===== src/rtl/core/evd_pkg.sv =====
`timescale 1ns / 1ps
`default_nettype none

package evd_pkg;

  localparam int ByteW  = 8;
  localparam int ValueW = 56;
  localparam int LenW   = 4;
  localparam int RemW   = 3;

  typedef enum logic [1:0] {
    STATUS_OK          = 2'd0,
    STATUS_READ_FAIL   = 2'd1,
    STATUS_ID_TOO_LONG = 2'd2
  } evd_status_t;

  typedef enum logic {
    KIND_ID   = 1'b0,
    KIND_SIZE = 1'b1
  } evd_kind_t;

  typedef struct packed {
    logic [ByteW-1:0] data_byte;
    logic             action;
    logic             read_failed;
  } evd_in_t;

  typedef struct packed {
    logic [ValueW-1:0] decoded_value;
    logic              value_kind;
    logic [LenW-1:0]   coded_length;
    logic [1:0]        status;
  } evd_out_t;

  // Handshake between the input register and the decode stage.
  typedef struct packed {
    logic    valid;
    evd_in_t item;
  } evd_stage_t;

  // Leading zero count plus one; an all-zero byte counts as length 8.
  function automatic logic [LenW-1:0] vint_len(logic [ByteW-1:0] b);
    logic [LenW-1:0] n;
    n = LenW'(ByteW);
    for (int i = 0; i < ByteW; i++) begin
      if (b[i]) begin
        n = LenW'(ByteW - i);
      end
    end
    return n;
  endfunction

endpackage

`default_nettype wire


===== src/rtl/core/ebml_vint_stream_decoder_top.sv =====
// EBML variable-length integer decoder, one stream byte per transaction.
// Input channel in_valid/in_ready/in_data carries a byte, the action
// (0 element ID, 1 element size, sampled on an element's first byte) and
// a read failure flag. Output channel out_valid/out_ready/out_data carries
// one result per element: the value (ID with marker bits, size without),
// its kind, coded length and status (ok, read failure, ID too long).
// Bytes that are not the last of an element produce no transaction.
// A byte sits in the input register, then the decode logic loads the
// result register, which raises out_valid. Throughput: one byte per
// clock while the receiver does not stall, set by the single decode
// stage; bytes of an element are shifted into the value register one
// per cycle.
// Reset (rst_n low, synchronous) empties both registers and returns the
// decoder to waiting for an element's first byte.
// When the receiver stalls, the held result stays on out_data, at most
// one more byte is taken into the input register, and then in_ready drops
// until the result is taken.
`timescale 1ns / 1ps
`default_nettype none

module ebml_vint_stream_decoder_top
  import evd_pkg::*;
#(
  parameter int MAX_ID_BYTES = 4
) (
  input  wire logic    clk,
  input  wire logic    rst_n,
  input  wire logic    in_valid,
  output logic         in_ready,
  input  wire evd_in_t in_data,
  output logic         out_valid,
  input  wire logic    out_ready,
  output evd_out_t     out_data
);

  evd_stage_t stage;
  logic       take;

  evd_in_stage u_in_stage (
    .clk      (clk),
    .rst_n    (rst_n),
    .in_valid (in_valid),
    .in_ready (in_ready),
    .in_data  (in_data),
    .stage    (stage),
    .take     (take)
  );

  evd_decode #(
    .MAX_ID_BYTES (MAX_ID_BYTES)
  ) u_decode (
    .clk       (clk),
    .rst_n     (rst_n),
    .stage     (stage),
    .take      (take),
    .out_valid (out_valid),
    .out_ready (out_ready),
    .out_data  (out_data)
  );

endmodule

`default_nettype wire


===== src/rtl/core/evd_in_stage.sv =====
`timescale 1ns / 1ps
`default_nettype none

module evd_in_stage
  import evd_pkg::*;
(
  input  wire logic       clk,
  input  wire logic       rst_n,
  input  wire logic       in_valid,
  output logic            in_ready,
  input  wire evd_in_t    in_data,
  output evd_stage_t      stage,
  input  wire logic       take
);

  logic    valid_r, valid_nxt;
  evd_in_t item_r;

  assign in_ready = !valid_r || take;

  always_comb begin
    valid_nxt = valid_r;
    if (in_valid && in_ready) begin
      valid_nxt = 1'b1;
    end else if (take) begin
      valid_nxt = 1'b0;
    end
  end

  always_ff @(posedge clk) begin
    if (!rst_n) begin
      valid_r <= 1'b0;
    end else begin
      valid_r <= valid_nxt;
    end
  end

  always_ff @(posedge clk) begin
    if (in_valid && in_ready) begin
      item_r <= in_data;
    end
  end

  assign stage.valid = valid_r;
  assign stage.item  = item_r;

endmodule

`default_nettype wire


===== src/rtl/core/evd_decode.sv =====
`timescale 1ns / 1ps
`default_nettype none

module evd_decode
  import evd_pkg::*;
#(
  parameter int MAX_ID_BYTES = 4
) (
  input  wire logic       clk,
  input  wire logic       rst_n,
  input  wire evd_stage_t stage,
  output logic            take,
  output logic            out_valid,
  input  wire logic       out_ready,
  output evd_out_t        out_data
);

  localparam logic [LenW-1:0] MaxIdLen = LenW'(MAX_ID_BYTES);

  logic [RemW-1:0]   rem_r, rem_nxt;
  logic [ValueW-1:0] acc_r, acc_nxt;
  logic              kind_r, kind_nxt;
  logic [LenW-1:0]   len_r, len_nxt;
  logic              out_valid_r, out_valid_nxt;
  evd_out_t          out_r;

  logic              emit;
  evd_out_t          res;
  logic [LenW-1:0]   first_len, first_len_m1;
  logic [ByteW-1:0]  first_mask, first_val;
  logic [ValueW-1:0] shifted;
  logic [ByteW-1:0]  b;

  // Consume when the result register is free or being drained this cycle.
  assign take = stage.valid && (!out_valid_r || out_ready);
  assign b    = stage.item.data_byte;

  always_comb begin
    first_len    = vint_len(b);
    first_len_m1 = first_len - LenW'(1);
    first_mask   = ByteW'(8'hFF >> first_len);
    first_val    = stage.item.action ? (b & first_mask) : b;
    shifted      = {acc_r[ValueW-ByteW-1:0], b};
  end

  always_comb begin
    rem_nxt  = rem_r;
    acc_nxt  = acc_r;
    kind_nxt = kind_r;
    len_nxt  = len_r;
    emit     = 1'b0;
    res      = '0;
    if (take) begin
      if (rem_r == '0) begin
        if (stage.item.read_failed) begin
          emit           = 1'b1;
          res.value_kind = stage.item.action;
          res.status     = STATUS_READ_FAIL;
        end else if (stage.item.action == KIND_ID && first_len > MaxIdLen) begin
          emit             = 1'b1;
          res.value_kind   = KIND_ID;
          res.coded_length = first_len;
          res.status       = STATUS_ID_TOO_LONG;
        end else if (first_len == LenW'(1)) begin
          emit              = 1'b1;
          res.decoded_value = ValueW'(first_val);
          res.value_kind    = stage.item.action;
          res.coded_length  = first_len;
          res.status        = STATUS_OK;
        end else begin
          rem_nxt  = first_len_m1[RemW-1:0];
          acc_nxt  = ValueW'(first_val);
          kind_nxt = stage.item.action;
          len_nxt  = first_len;
        end
      end else begin
        if (stage.item.read_failed) begin
          emit             = 1'b1;
          res.value_kind   = kind_r;
          res.coded_length = len_r;
          res.status       = STATUS_READ_FAIL;
          rem_nxt          = '0;
        end else begin
          acc_nxt = shifted;
          rem_nxt = rem_r - RemW'(1);
          if (rem_r == RemW'(1)) begin
            emit              = 1'b1;
            res.decoded_value = shifted;
            res.value_kind    = kind_r;
            res.coded_length  = len_r;
            res.status        = STATUS_OK;
          end
        end
      end
    end
  end

  always_comb begin
    out_valid_nxt = out_valid_r;
    if (emit) begin
      out_valid_nxt = 1'b1;
    end else if (out_ready) begin
      out_valid_nxt = 1'b0;
    end
  end

  always_ff @(posedge clk) begin
    if (!rst_n) begin
      rem_r       <= '0;
      out_valid_r <= 1'b0;
    end else begin
      rem_r       <= rem_nxt;
      out_valid_r <= out_valid_nxt;
    end
  end

  always_ff @(posedge clk) begin
    acc_r  <= acc_nxt;
    kind_r <= kind_nxt;
    len_r  <= len_nxt;
    if (emit) begin
      out_r <= res;
    end
  end

  assign out_valid = out_valid_r;
  assign out_data  = out_r;

  // Never overwrite a result the receiver has not taken.
  a_no_overwrite: assert property (@(posedge clk) disable iff (!rst_n)
    out_valid_r && !out_ready |-> !emit)
    else $error("result overwritten while stalled");

  a_count_down: assert property (@(posedge clk) disable iff (!rst_n)
    take && rem_r > RemW'(1) && !stage.item.read_failed
      |=> rem_r == $past(rem_r) - RemW'(1))
    else $error("byte counter skipped");

  a_last_byte: assert property (@(posedge clk) disable iff (!rst_n)
    take && rem_r == RemW'(1) && !stage.item.read_failed
      |=> out_valid_r && out_r.status == STATUS_OK && rem_r == '0)
    else $error("last byte gave no result");

  a_too_long: assert property (@(posedge clk) disable iff (!rst_n)
    out_valid_r && out_r.status == STATUS_ID_TOO_LONG
      |-> out_r.value_kind == KIND_ID && out_r.coded_length > MaxIdLen
          && out_r.decoded_value == '0)
    else $error("bad ID length error result");

  a_ok_len: assert property (@(posedge clk) disable iff (!rst_n)
    out_valid_r && out_r.status == STATUS_OK
      |-> out_r.coded_length >= LenW'(1) && out_r.coded_length <= LenW'(ByteW))
    else $error("ok result with bad length");

endmodule

`default_nettype wire

===== config.mk =====
export PLATFORM = sky130hd
export DESIGN_NAME = ebml_vint_stream_decoder_top
export DESIGN_NICKNAME = d
export VERILOG_FILES = /design/src/rtl/core/evd_pkg.sv /design/src/rtl/core/ebml_vint_stream_decoder_top.sv /design/src/rtl/core/evd_in_stage.sv /design/src/rtl/core/evd_decode.sv
export SDC_FILE = /design/constraint.sdc
export NUM_CORES = 1
export LEC_CHECK = 0
export BUFFER_PORTS_ARGS = -buffer_cell sky130_fd_sc_hd__buf_2
export CAP_MARGIN = 20
export CORE_UTILIZATION = 57
export CTS_BUF_LIST = sky130_fd_sc_hd__clkbuf_8 sky130_fd_sc_hd__clkbuf_16
export DETAILED_ROUTE_END_ITERATION = 6
export HOLD_SLACK_MARGIN = 0.05
export PLACE_DENSITY = 0.8
export REMOVE_ABC_BUFFERS = 1
export SLEW_MARGIN = 20
export SYNTH_ARGS = -nofsm -noshare
export SYNTH_HDL_FRONTEND = slang
export SYNTH_HIERARCHICAL = 1
export SYNTH_SLANG_ARGS = --single-unit

===== constraint.sdc =====
create_clock -name clk -period 10.29 [get_ports clk]
set_clock_uncertainty 0.05 [all_clocks]
set_input_delay 3.087 -clock clk [delete_from_list [all_inputs] [get_ports clk]]
set_output_delay 3.087 -clock clk [all_outputs]
set_load 0.02 [all_outputs]

-- Word-level counts from Yosys, hierarchy flattened
Cells that the tools add are included.
- register bits after elaboration: 131
- latch bits: 0
- RAM bits: 0
- bits in read-only memories: 0
- input bits: 14
- output and inout bits: 65
- memories kept: 0
- $add $sub $neg: 2
- multiply operators: 0
- divide/modulo/power cells: 0
- $lt $le $gt $ge: 1
- equality and inequality tests: 5
- shift operators: 1
- multiplexer cells: 40
- bitwise logic cells: 5
- reductions and logical operators: 13
- operator list (cell ; number):
    48-bit two-way mux ; 5
    56-bit two-way mux ; 3
    63-bit two-way mux ; 2
    4-bit two-way mux ; 8
    15-bit two-way mux ; 1
    3-bit two-way mux ; 5
    7-bit two-way mux ; 2
    1-bit two-way mux ; 12
    8-bit bitwise AND ; 1
    8-bit two-way mux ; 1
    4-bit AND reduction ; 2
    8-bit by 4-bit >> shifter with 8-bit output (first input constant) ; 1
    2-bit inequality test (second input constant) ; 3
    3-bit by 1-bit subtractor with 3-bit output (second input constant) ; 2
    5-bit AND reduction ; 1
    4-bit by 1-bit equality test with 1-bit output (second input constant) ; 1
    4-bit by 3-bit > comparator with 1-bit output (second input constant) ; 1
    1-bit NOT ; 4
    2-bit nonzero test ; 2
    3-bit by 1-bit equality test with 1-bit output (second input constant) ; 1
    1-bit logical AND ; 3
    3-bit logical NOT ; 1
    1-bit logical NOT ; 2
    1-bit logical OR ; 2
    2-bit two-way mux ; 1

-- Logic depth before layout (Yosys ltp)
Gate-level depths: netlist of run 1.
- word-level depth: 14
- depth in mapped cells: 9
- depth with buffers taken out: 9

-- Hierarchy
Netlist of run 1, hierarchy kept.
- modules (own cells, without submodules) (module ; instances ; cells each ; area an instance (um^2) ; sequential area each (um^2)):
    evd_decode ; 1 ; 325 ; 4867.2 ; 3563.4
    evd_in_stage ; 1 ; 16 ; 365.4 ; 320.3

-- Worst setup path before layout of run 1
OpenSTA, ideal clock, no wires.
- path kind: input port to flip-flop
- start: input port out_ready
- end: register u_decode.out_r, in the netlist u_decode/out_data[0] (enable)
- library setup time: 505 ps
- arrival time: 6441 ps
- required time: 9735 ps
- path slack: 3294 ps
- cell stages on the path: 3
- path buffers: 0
- cells stage by stage: nand2b_1 -> nand2_1 -> a21oi_1
- cells in the longest elaborated chain, start to end: 3
- ends and longest elaborated chain (item ; line ; text):
    from (decl) ; ebml_vint_stream_decoder_top.sv:32 ; input wire logic out_ready,
    1-bit logical OR ; evd_decode.sv:35 ; assign take = stage.valid && (!out_valid_r || out_ready);
    1-bit logical AND ; evd_decode.sv:35 ;
    1-bit two-way mux ; evd_decode.sv:53 ; if (take) begin
    net u_decode.emit ; evd_decode.sv:27 ; logic emit;
    to (signal assigned) ; evd_decode.sv:122 ; out_r <= res;
    to (decl) ; evd_decode.sv:25 ; evd_out_t out_r;
The timed path passes the listed nets, and every way through them passes these cells.
A chain may end at the register's enable or synchronous reset.

-- Worst setup path after layout of run 1
- start: input port out_ready
- end: output port in_ready
- cells in the longest elaborated chain, start to end: 3
- ends and longest elaborated chain (item ; line ; text):
    1-bit logical OR ; evd_decode.sv:35 ;
    1-bit logical AND ; evd_decode.sv:35 ;
    net take ; ebml_vint_stream_decoder_top.sv:37 ; logic take;
    1-bit logical OR ; evd_in_stage.sv:19 ; assign in_ready = !valid_r || take;
    to (decl) ; ebml_vint_stream_decoder_top.sv:29 ; output logic in_ready,
The timed path passes the listed nets, and every way through them passes these cells.

==> impl_metrics.yaml, run 1 <==
hold_path:
  hold_class: "reg -> reg"
synthesis:
  synth-xor-area-share_pct: 0.167
  synth.ff_latch_count: 131
  synth_edf_count: 126
  synthAdderAreaFrac_pct: 1.67
  synthCells: 341
  synth_area_um2: 5230
  synth_top_family_by_area: "simple AND/OR/NAND/NOR gates"
  synth-async-reset-ratio_pct: 0
  synth-warning-count: 6
  synth_simple_gate_area_share_pct: 15.9
  synth_area_per_cell_um2: 15.3
  ys.flop_type: "edfxtp_1"
  synth_compound_area_share_pct: 5.69
  yosysSeqAreaShare_pct: 74.2
  synthMuxAreaShare_pct: 0.191
  ys_types: 42
floorplan:
  num_rows: 34
  boundaryPins: 79
  core_um2: 8810
  die_x_um: 97.8
  fp.dieArea_um2: 9570
  die_y_um: 97.8
  initial_utilization_pct: 59.4
sta:
  fin_setup_tns_ns: 0
  fmaxAchievable_mhz: 139
  period_minus_slack_ns: 7.22
  relSlewSlack_pct: 42.4
  tightest_slew_ns: 0.856
  setup_viol: 0
  hold_viol_final: 0
  slew_violations: 0
  rsz0062_at_grt: "no"
  min_period_over_period_pct: 70.2
drt:
  vias: 2951
  wl_um: 8660
  vias_per_cell: 5.39
  drc: 14
  wl_per_cell_um: 15.8
  drtPass1Iterations: 7
  drt_iter0_drc: 192
  antenna_left: 0
global_routing:
  grt_pass1_vias: 2859
  antenna_found_initial: 0
  overflow: 0
  grtUsageTotal_pct: 19.1
  grt_max_degree: 49
  grt_pass1_wl_um: 13500
cells_and_area:
  fillCellCount: 542
  area_growth_syn_to_layout_pct: 21.0
  nets: 448
  diodes: 0
  final_cell_mix: "edfxtp_1 (126), and2_1 (95), buf_2 (78), clkbuf_16 (16), inv_1 (13)"
  drive_gt1_share_pct: 27.7
  mostFrequentLayoutCell: "edfxtp_1"
  final_area_um2: 6330
placed_design:
  gp_congestion: 0.884
  io_buffers: 78
  hpwl_um: 5270
  placed_area_um2: 5730
setup_path:
  startpoint_type: "input pin"
  cpMostUsedCell: "buf_2"
  slowest_stage: "nand2_1"
  crit_chain: "buf_2, nand2b_1, nand2_1, inv_1, nand2b_4, buf_2"
  worstPathArrival_ns: 4.08
  cpPeakStageDelay_ns: 0.30
  critPathCaptureType: "output pin"
  setup.worst_path.class: "in -> out"
  cp_max_fo: 9
  path_buf_inv: 3
  crit_family: "simple AND/OR/NAND/NOR gates"
  worstPathRequired_ns: 7.15
clock_tree:
  clock_latency_ns: 0.51
  root_buffer: "clkbuf_8"
  numCtsBuffers: 17
  cts.sinks: 131
  post_cts_resized: 0
  tritoncts: "done"
  clkTransAtPathRegs_ns: 0.06
  cts_max_level: 4
  post_cts_buffers: 0
  cts_hold_buffers: 0
  clock_path_buffers: 2
flow_run:
  cap_violations: 0
status:
  violations: "DRC"
  outcome: "finished with violations"
pwr:
  vdd_drop_max_mv: 0.125
  p_leak_uw: 0.00241
  cellPowerDensity_nw_per_um2: 219
==> per-stage QoR <==
stage	instances	hold slack (ns)	utilization, %	worst slack [ns]	total power [uW]
CTS	548	0.409	71.9	3.07	1400
global placement	516	0.395	65.1	3.10	794
global route	548	0.427	71.9	3.00	1430
finish	548	0.406	71.9	3.07	1390
floorplan	327	0.385	-	3.29	754
detailed placement	516	0.400	65.1	3.09	801
==> cell type report <==
| type | instances | area, um2 | area share (%) |
|---|---|---|---|
| Clock buffer | 17 | 414 | 6.54 |
| Clock inverter | 15 | 183 | 2.88 |
| Inverter | 12 | 45.0 | 0.711 |
| Multi-Input combinational cell | 184 | 1260 | 19.9 |
| Sequential cell | 131 | 3880 | 61.3 |
| Tap cell | 108 | 135 | 2.13 |
| Timing Repair Buffer | 81 | 413 | 6.52 |
==> sequential cells by signal, indices dropped and copies added, names as in the netlist <==
name,flops
u_decode/acc_r,48
u_decode/kind_r,1
u_decode/len_r,4
u_decode/out_data,63
u_decode/out_valid,1
u_decode/rem_r,3
u_in_stage/stage,10
u_in_stage/valid_r,1
==> where the power goes <==
group | internal (uW) | leakage [uW] | total, uW | switching, uW
clock network | 370 | 0.000275 | 595 | 224
registers | 632 | 0.00122 | 647 | 15.2
logic | 47.6 | 0.000921 | 144 | 96.5
==> cells in the mapped netlist (all sizes together) (3+ instances only) <==
library cell / count / area, um2
a21boi: 4 / 33.8
inv: 12 / 45.0
and2: 96 / 603
clkbuf: 11 / 41.3
nor3: 5 / 25.0
and3: 3 / 18.8
o21ai: 4 / 20.0
dfxtp: 5 / 100
edfxtp: 126 / 3780
a22o: 5 / 43.8
nor2b: 4 / 25.0
a31oi: 3 / 18.8
nand2: 7 / 28.8
o21a: 3 / 22.5
a21oi: 6 / 30.0
nand2b: 3 / 26.3
ha: 7 / 87.6
nor2: 12 / 45.0
nor4: 4 / 31.3
buf: 3 / 23.8
==> routing by layer <==
metal / global-route usage, % / routed length (um) / up-vias
li1: - / - / 1401
met1: 22.2 / 3530 / 1408
met2: 31.7 / 4410 / 126
met3: 6.01 / 572 / 16
met4: 11.0 / 147 / 0
met5: 0 / 0 / -
==> worst min-delay path, cell delays in order (launching register included) <==
cell,delay (ns)
dfxtp_1,0.31
nand2_1,0.05
mux2i_1,0.05
==> final timing paths <==
check	startpoint	endpoint	slack, ns	cells past startpoint
min	u_decode/rem_r[1]$_SDFFE_PN0P_	u_decode/rem_r[1]$_SDFFE_PN0P_	0.41	2
max reg2reg	u_in_stage/stage[6]$_DFFE_PP_	u_decode/out_data[49]$_SDFFCE_PP0P_	6.28	10
min reg2reg	u_decode/rem_r[1]$_SDFFE_PN0P_	u_decode/rem_r[1]$_SDFFE_PN0P_	0.41	2
max	out_ready	in_ready	3.07	6
==> cell families (layout without fill, tap and decap cells) <==
family,Yosys count,in the layout
mux,1,1
compound gates,36,36
simple gates,139,139
buf+inv,26,125
fa+ha+maj,7,7
flops,131,131
xor+xnor,1,1
Note: power is estimated with default switching activity, not from simulation.
==> run 2, diff against run 1 <==
--- a/config.mk
+++ b/config.mk
@@ -7,11 +7,11 @@
 export LEC_CHECK = 0
 export BUFFER_PORTS_ARGS = -buffer_cell sky130_fd_sc_hd__buf_2
 export CAP_MARGIN = 20
-export CORE_UTILIZATION = 57
+export CORE_UTILIZATION = 51
 export CTS_BUF_LIST = sky130_fd_sc_hd__clkbuf_8 sky130_fd_sc_hd__clkbuf_16
 export DETAILED_ROUTE_END_ITERATION = 6
 export HOLD_SLACK_MARGIN = 0.05
-export PLACE_DENSITY = 0.8
+export PLACE_DENSITY = 0.76
 export REMOVE_ABC_BUFFERS = 1
 export SLEW_MARGIN = 20
 export SYNTH_ARGS = -nofsm -noshare
==> constraint.sdc (replaced) <==
create_clock -name clk -period 6.4 [get_ports clk]
set_clock_uncertainty 0.05 [all_clocks]
set_input_delay 1.92 -clock clk [delete_from_list [all_inputs] [get_ports clk]]
set_output_delay 1.92 -clock clk [all_outputs]
set_load 0.02 [all_outputs]
==> impl_metrics.yaml, run 2 (synthesis gave the netlist of run 1 again) <==
pwr:
  p_sw_share_pct: 23.1
  vdd_drop_max_mv: 0.227
  combPwrFrac_pct: 10.0
  p_leak_uw: 0.00245
  cellPowerDensity_nw_per_um2: 358
  clkPwrFrac_pct: 44.7
  internal_power_uw: 1770
  power_uw: 2300
  p_switching_uw: 530
  pwr-share-seq_pct: 45.3
sta:
  relSlewSlack_pct: 41.8
  fin_setup_tns_ns: 0
  slew_violations: 0
  rsz0062_at_grt: "no"
  setup_viol: 0
  period_minus_slack_ns: 4.92
  fmaxAchievable_mhz: 203
  tightest_slew_ns: 0.872
  hold_viol_final: 0
  min_period_over_period_pct: 76.8
  worst_slack_ns: 1.48
cells_and_area:
  area_growth_syn_to_layout_pct: 22.6
  largest_register_ffs: 63
  final_cell_mix: "edfxtp_1 (126), and2_1 (95), buf_2 (78), clkbuf_16 (16), inv_1 (12)"
  mostFrequentLayoutCell: "edfxtp_1"
  drive_gt1_share_pct: 28.1
  diodes: 0
  nets: 449
  regArea_um2: 3880
  fillCellCount: 698
  multi_input_comb_area_um2: 1250
global_routing:
  grt_max_degree: 49
  grtUsageTotal_pct: 17.5
  grt_pass1_wl_um: 13500
  antenna_found_initial: 0
  grt_pass1_vias: 2855
  overflow: 0
setup_path:
  path_buf_inv: 3
  cpPeakStageDelay_ns: 0.29
  cp_max_fo: 9
  worstPathArrival_ns: 2.95
  crit_family: "simple AND/OR/NAND/NOR gates"
  critPathCaptureType: "output pin"
  crit_chain: "buf_2, nand2b_1, nand2_1, inv_1, nand2b_4, buf_2"
  slowest_stage: "nand2_1"
  setup.worst_path.class: "in -> out"
  cpMostUsedCell: "buf_2"
  startpoint_type: "input pin"
  worstPathRequired_ns: 4.43
floorplan:
  die_y_um: 103
  boundaryPins: 79
  core_um2: 9860
  num_rows: 36
  initial_utilization_pct: 53.0
  fp.dieArea_um2: 10700
  die_x_um: 103
clock_tree:
  tritoncts: "done"
  clock_latency_ns: 0.50
  cts.sinks: 131
  cts_max_level: 4
  post_cts_buffers: 0
  cts_hold_buffers: 0
  clkTransAtPathRegs_ns: 0.06
  post_cts_resized: 0
  clock_path_buffers: 2
  numCtsBuffers: 17
  root_buffer: "clkbuf_8"
drt:
  wl_um: 8640
  drc: 0
  vias: 2948
  wl_per_cell_um: 15.1
  antenna_left: 0
  drt_iter0_drc: 152
  drtPass1Iterations: 4
  vias_per_cell: 5.14
placed_design:
  pre_cts_slack_ns: 1.49
  io_buffers: 78
  hpwl_um: 5240
  gp_congestion: 0.827
flow_run:
  cap_violations: 0
status:
  outcome: "finished clean"
hold_path:
  hold_class: "reg -> reg"
## run 2: changes by cell type in the layout (fill, tap and decap cells not counted)
cell / before / now
inv_1: 13 / 12
clkinv_4: 2 / 6
o21a_2: 0 / 1
o21a_4: 1 / 0
clkinv_2: 0 / 1
inv_6: 3 / 1
buf_4: 3 / 4
bufinv_16: 3 / 5
clkinvlp_4: 6 / 2
## run 2: final timing paths
kind | start | end | slack [ns] | depth (start not counted)
setup / recovery | out_ready | in_ready | 1.48 | 6
hold reg to reg | u_decode/rem_r[1]$_SDFFE_PN0P_ | u_decode/rem_r[1]$_SDFFE_PN0P_ | 0.42 | 2
setup reg to reg | u_in_stage/stage[6]$_DFFE_PP_ | u_decode/out_data[54]$_SDFFCE_PP0P_ | 2.50 | 10
hold / removal | u_decode/rem_r[1]$_SDFFE_PN0P_ | u_decode/rem_r[1]$_SDFFE_PN0P_ | 0.42 | 2
## run 2: power by group through the flow
stage | Clock [uW] | Sequential, uW | Combinational [uW]
final | 1030 | 1040 | 230
after global routing | 1080 | 1050 | 253
after CTS | 1050 | 1040 | 230
after detailed placement | 0 | 1060 | 228
after global placement | 0 | 1060 | 222
after floorplan | 0 | 1100 | 113
## run 2: final cells by class
type | count | share of cell area (%)
Sequential cell | 131 | 60.5
Multi-Input combinational cell | 184 | 19.5
Timing Repair Buffer | 82 | 6.55
Clock buffer | 17 | 6.46
Clock inverter | 15 | 3.61
Tap cell | 133 | 2.59
Inverter | 12 | 0.702
## run 2: worst min-delay path: cells and delay by family (launching register included)
kind | cells | cell delay, ns
flops | 1 | 0.31
mux | 1 | 0.06
simple gates | 1 | 0.05
## run 2: per-layer routing
| layer | vias to the layer above | global-route usage [%] | share of wire, % |
|---|---|---|---|
| li1 | 1404 | - | - |
| met2 | 122 | 30.7 | 53 |
| met1 | 1410 | 20.7 | 41 |
| met5 | - | 0 | 0 |
| met4 | 0 | 5.85 | 1.1 |
| met3 | 12 | 5.04 | 5.2 |
## run 2: through the flow
step	cells	util, %	hold slack, ns	area (um2)
6_report	574	65.0	0.419	6410
3_3_place_gp	542	58.5	0.394	5770
3_5_place_dp	542	58.5	0.424	5770
4_1_cts	574	65.0	0.432	6410
5_1_grt	574	65.0	0.450	6410
2_1_floorplan	327	-	0.385	5170
==> run 3, diff against run 2 <==
--- a/config.mk
+++ b/config.mk
@@ -7,11 +7,11 @@
 export LEC_CHECK = 0
 export BUFFER_PORTS_ARGS = -buffer_cell sky130_fd_sc_hd__buf_2
 export CAP_MARGIN = 20
-export CORE_UTILIZATION = 51
+export CORE_UTILIZATION = 56
 export CTS_BUF_LIST = sky130_fd_sc_hd__clkbuf_8 sky130_fd_sc_hd__clkbuf_16
 export DETAILED_ROUTE_END_ITERATION = 6
 export HOLD_SLACK_MARGIN = 0.05
-export PLACE_DENSITY = 0.76
+export PLACE_DENSITY = 0.79
 export REMOVE_ABC_BUFFERS = 1
 export SLEW_MARGIN = 20
 export SYNTH_ARGS = -nofsm -noshare
==> constraint.sdc (replaced) <==
create_clock -name clk -period 4.6 [get_ports clk]
set_clock_uncertainty 0.05 [all_clocks]
set_input_delay 1.38 -clock clk [delete_from_list [all_inputs] [get_ports clk]]
set_output_delay 1.38 -clock clk [all_outputs]
set_load 0.02 [all_outputs]
==> impl_metrics.yaml, run 3 (synthesis gave the netlist of run 1 again) <==
global_routing:
  grt_use_met3_pct: 5.96
  overflow: 0
  antenna_found_initial: 0
  grt_pass1_wl_um: 13800
  grt_max_degree: 49
  met1_usage_pct: 25.1
  grt_use_met2_pct: 29.8
  grt_most_used_layer: "met2"
  grtUsageTotal_pct: 19.4
  grt_pass1_vias: 2778
cells_and_area:
  diodes: 0
  mostFrequentLayoutCell: "edfxtp_1"
  post-route-util_pct: 71.2
  area_growth_syn_to_layout_pct: 20.9
  nets: 451
  drive_gt1_share_pct: 28.4
  largest_register_ffs: 63
  final_cell_mix: "edfxtp_1 (126), and2_1 (95), buf_2 (78), clkbuf_16 (16), inv_1 (12)"
setup_path:
  reg2reg_slack_ns: 1.31
  worstPathArrival_ns: 2.39
  startpoint_type: "input pin"
  r2r-start: "u_in_stage/stage[5]$_DFFE_PP_"
  ff2ff_path_depth: 10
  worstPathRequired_ns: 3.17
  critPathCaptureType: "output pin"
  cp_max_fo: 9
  setup.worst_path.class: "in -> out"
  r2r_end: "u_decode/out_data[36]$_SDFFCE_PP0P_"
pwr:
  vdd_drop_max_mv: 0.254
  power_uw: 3050
  combPwrFrac_pct: 10.6
  p_sw_share_pct: 24.7
  p_switching_uw: 753
  p_leak_uw: 0.00242
  pwr-share-seq_pct: 47.5
  internal_power_uw: 2300
  clkPwrFrac_pct: 41.9
  cellPowerDensity_nw_per_um2: 482
drt:
  vias: 2919
  wl_per_cell_um: 15.7
  wl_um: 8630
  vias_per_cell: 5.30
  drt_iter0_drc: 181
  drtPass1Iterations: 5
  antenna_left: 0
  drc: 0
hold_path:
  min_from: "u_decode/rem_r[1]$_SDFFE_PN0P_"
  holdPathEnd: "u_decode/rem_r[1]$_SDFFE_PN0P_"
  hold-path-cell-count: 2
  hold_class: "reg -> reg"
sta:
  slew_violations: 0
  tightest_slew_ns: 0.740
  setup_viol: 0
  relSlewSlack_pct: 50.2
  min_period_over_period_pct: 83.1
  fin_setup_tns_ns: 0
  hold_ws_ns: 0.417
  period_minus_slack_ns: 3.82
  fmaxAchievable_mhz: 262
  hold_viol_final: 0
  worst_slack_ns: 0.777
  rsz0062_at_grt: "no"
clock_tree:
  cts.sinks: 131
  cts_max_level: 4
  cts_hold_buffers: 0
  clkTransAtPathRegs_ns: 0.06
  post_cts_resized: 0
  post_cts_buffers: 0
  clock_path_buffers: 2
  root_buffer: "clkbuf_8"
  numCtsBuffers: 17
  tritoncts: "done"
  clock_latency_ns: 0.51
placed_design:
  io_buffers: 78
  hpwl_um: 5380
  gp_congestion: 0.872
  pre_cts_slack_ns: 0.794
floorplan:
  fp.dieArea_um2: 9730
  core_um2: 8890
  die_y_um: 98.7
  die_x_um: 98.7
  num_rows: 34
  initial_utilization_pct: 58.9
  boundaryPins: 79
status:
  outcome: "finished clean"
flow_run:
  cap_violations: 0
run 3: cell types whose count changed in the layout (fill, tap and decap cells not counted):
cell        delta
clkinv_4       -2
buf_4          +2
clkinvlp_4     +3
bufinv_16      -3
inv_6          +1
clkinv_2       +1
run 3: power groups by stage:
stage          sequential (uW)  combinational, uW  clock [uW]
3_5_place_dp              1470                322           0
2_1_floorplan             1530                158           0
5_1_grt                   1460                354        1350
4_1_cts                   1450                326        1290
3_3_place_gp              1470                312           0
6_report                  1450                323        1280
run 3: critical path, cell delays in order:
cell      delay (ns)
buf_2           0.10
nand2b_1        0.14
nand2_1         0.29
inv_1           0.14
nand2b_4        0.17
buf_2           0.16
run 3: metrics by stage:
stage | area (um2) | std cells
2_1_floorplan | 5170 | 327
3_3_place_gp | 5750 | 519
3_5_place_dp | 5750 | 519
4_1_cts | 6330 | 551
5_1_grt | 6330 | 551
6_report | 6330 | 551
run 3: worst max path at each step:
stage                                               to                          start  cells past startpoint
floorplan           u_decode/out_data[0]$_SDFFCE_PN0P_  u_in_stage/stage[6]$_DFFE_PP_                      9
CTS                                           in_ready                      out_ready                      6
global route                                  in_ready                      out_ready                      6
detailed placement                            in_ready                      out_ready                      6
finish                                        in_ready                      out_ready                      6
global placement                              in_ready                      out_ready                      6
run 3: layout make-up:
cell class / count / area (um2)
Fill cell: 562 / 2560
Sequential cell: 131 / 3880
Clock buffer: 17 / 414
Multi-Input combinational cell: 184 / 1250
Clock inverter: 15 / 160
Tap cell: 108 / 135
Inverter: 12 / 45.0
Timing Repair Buffer: 84 / 435
run 3: routing by layer:
metal / vias up / share of wire, %
met4: 0 / 1.5
met5: - / 0
met1: 1371 / 43
li1: 1412 / -
met2: 124 / 49
met3: 12 / 5.8
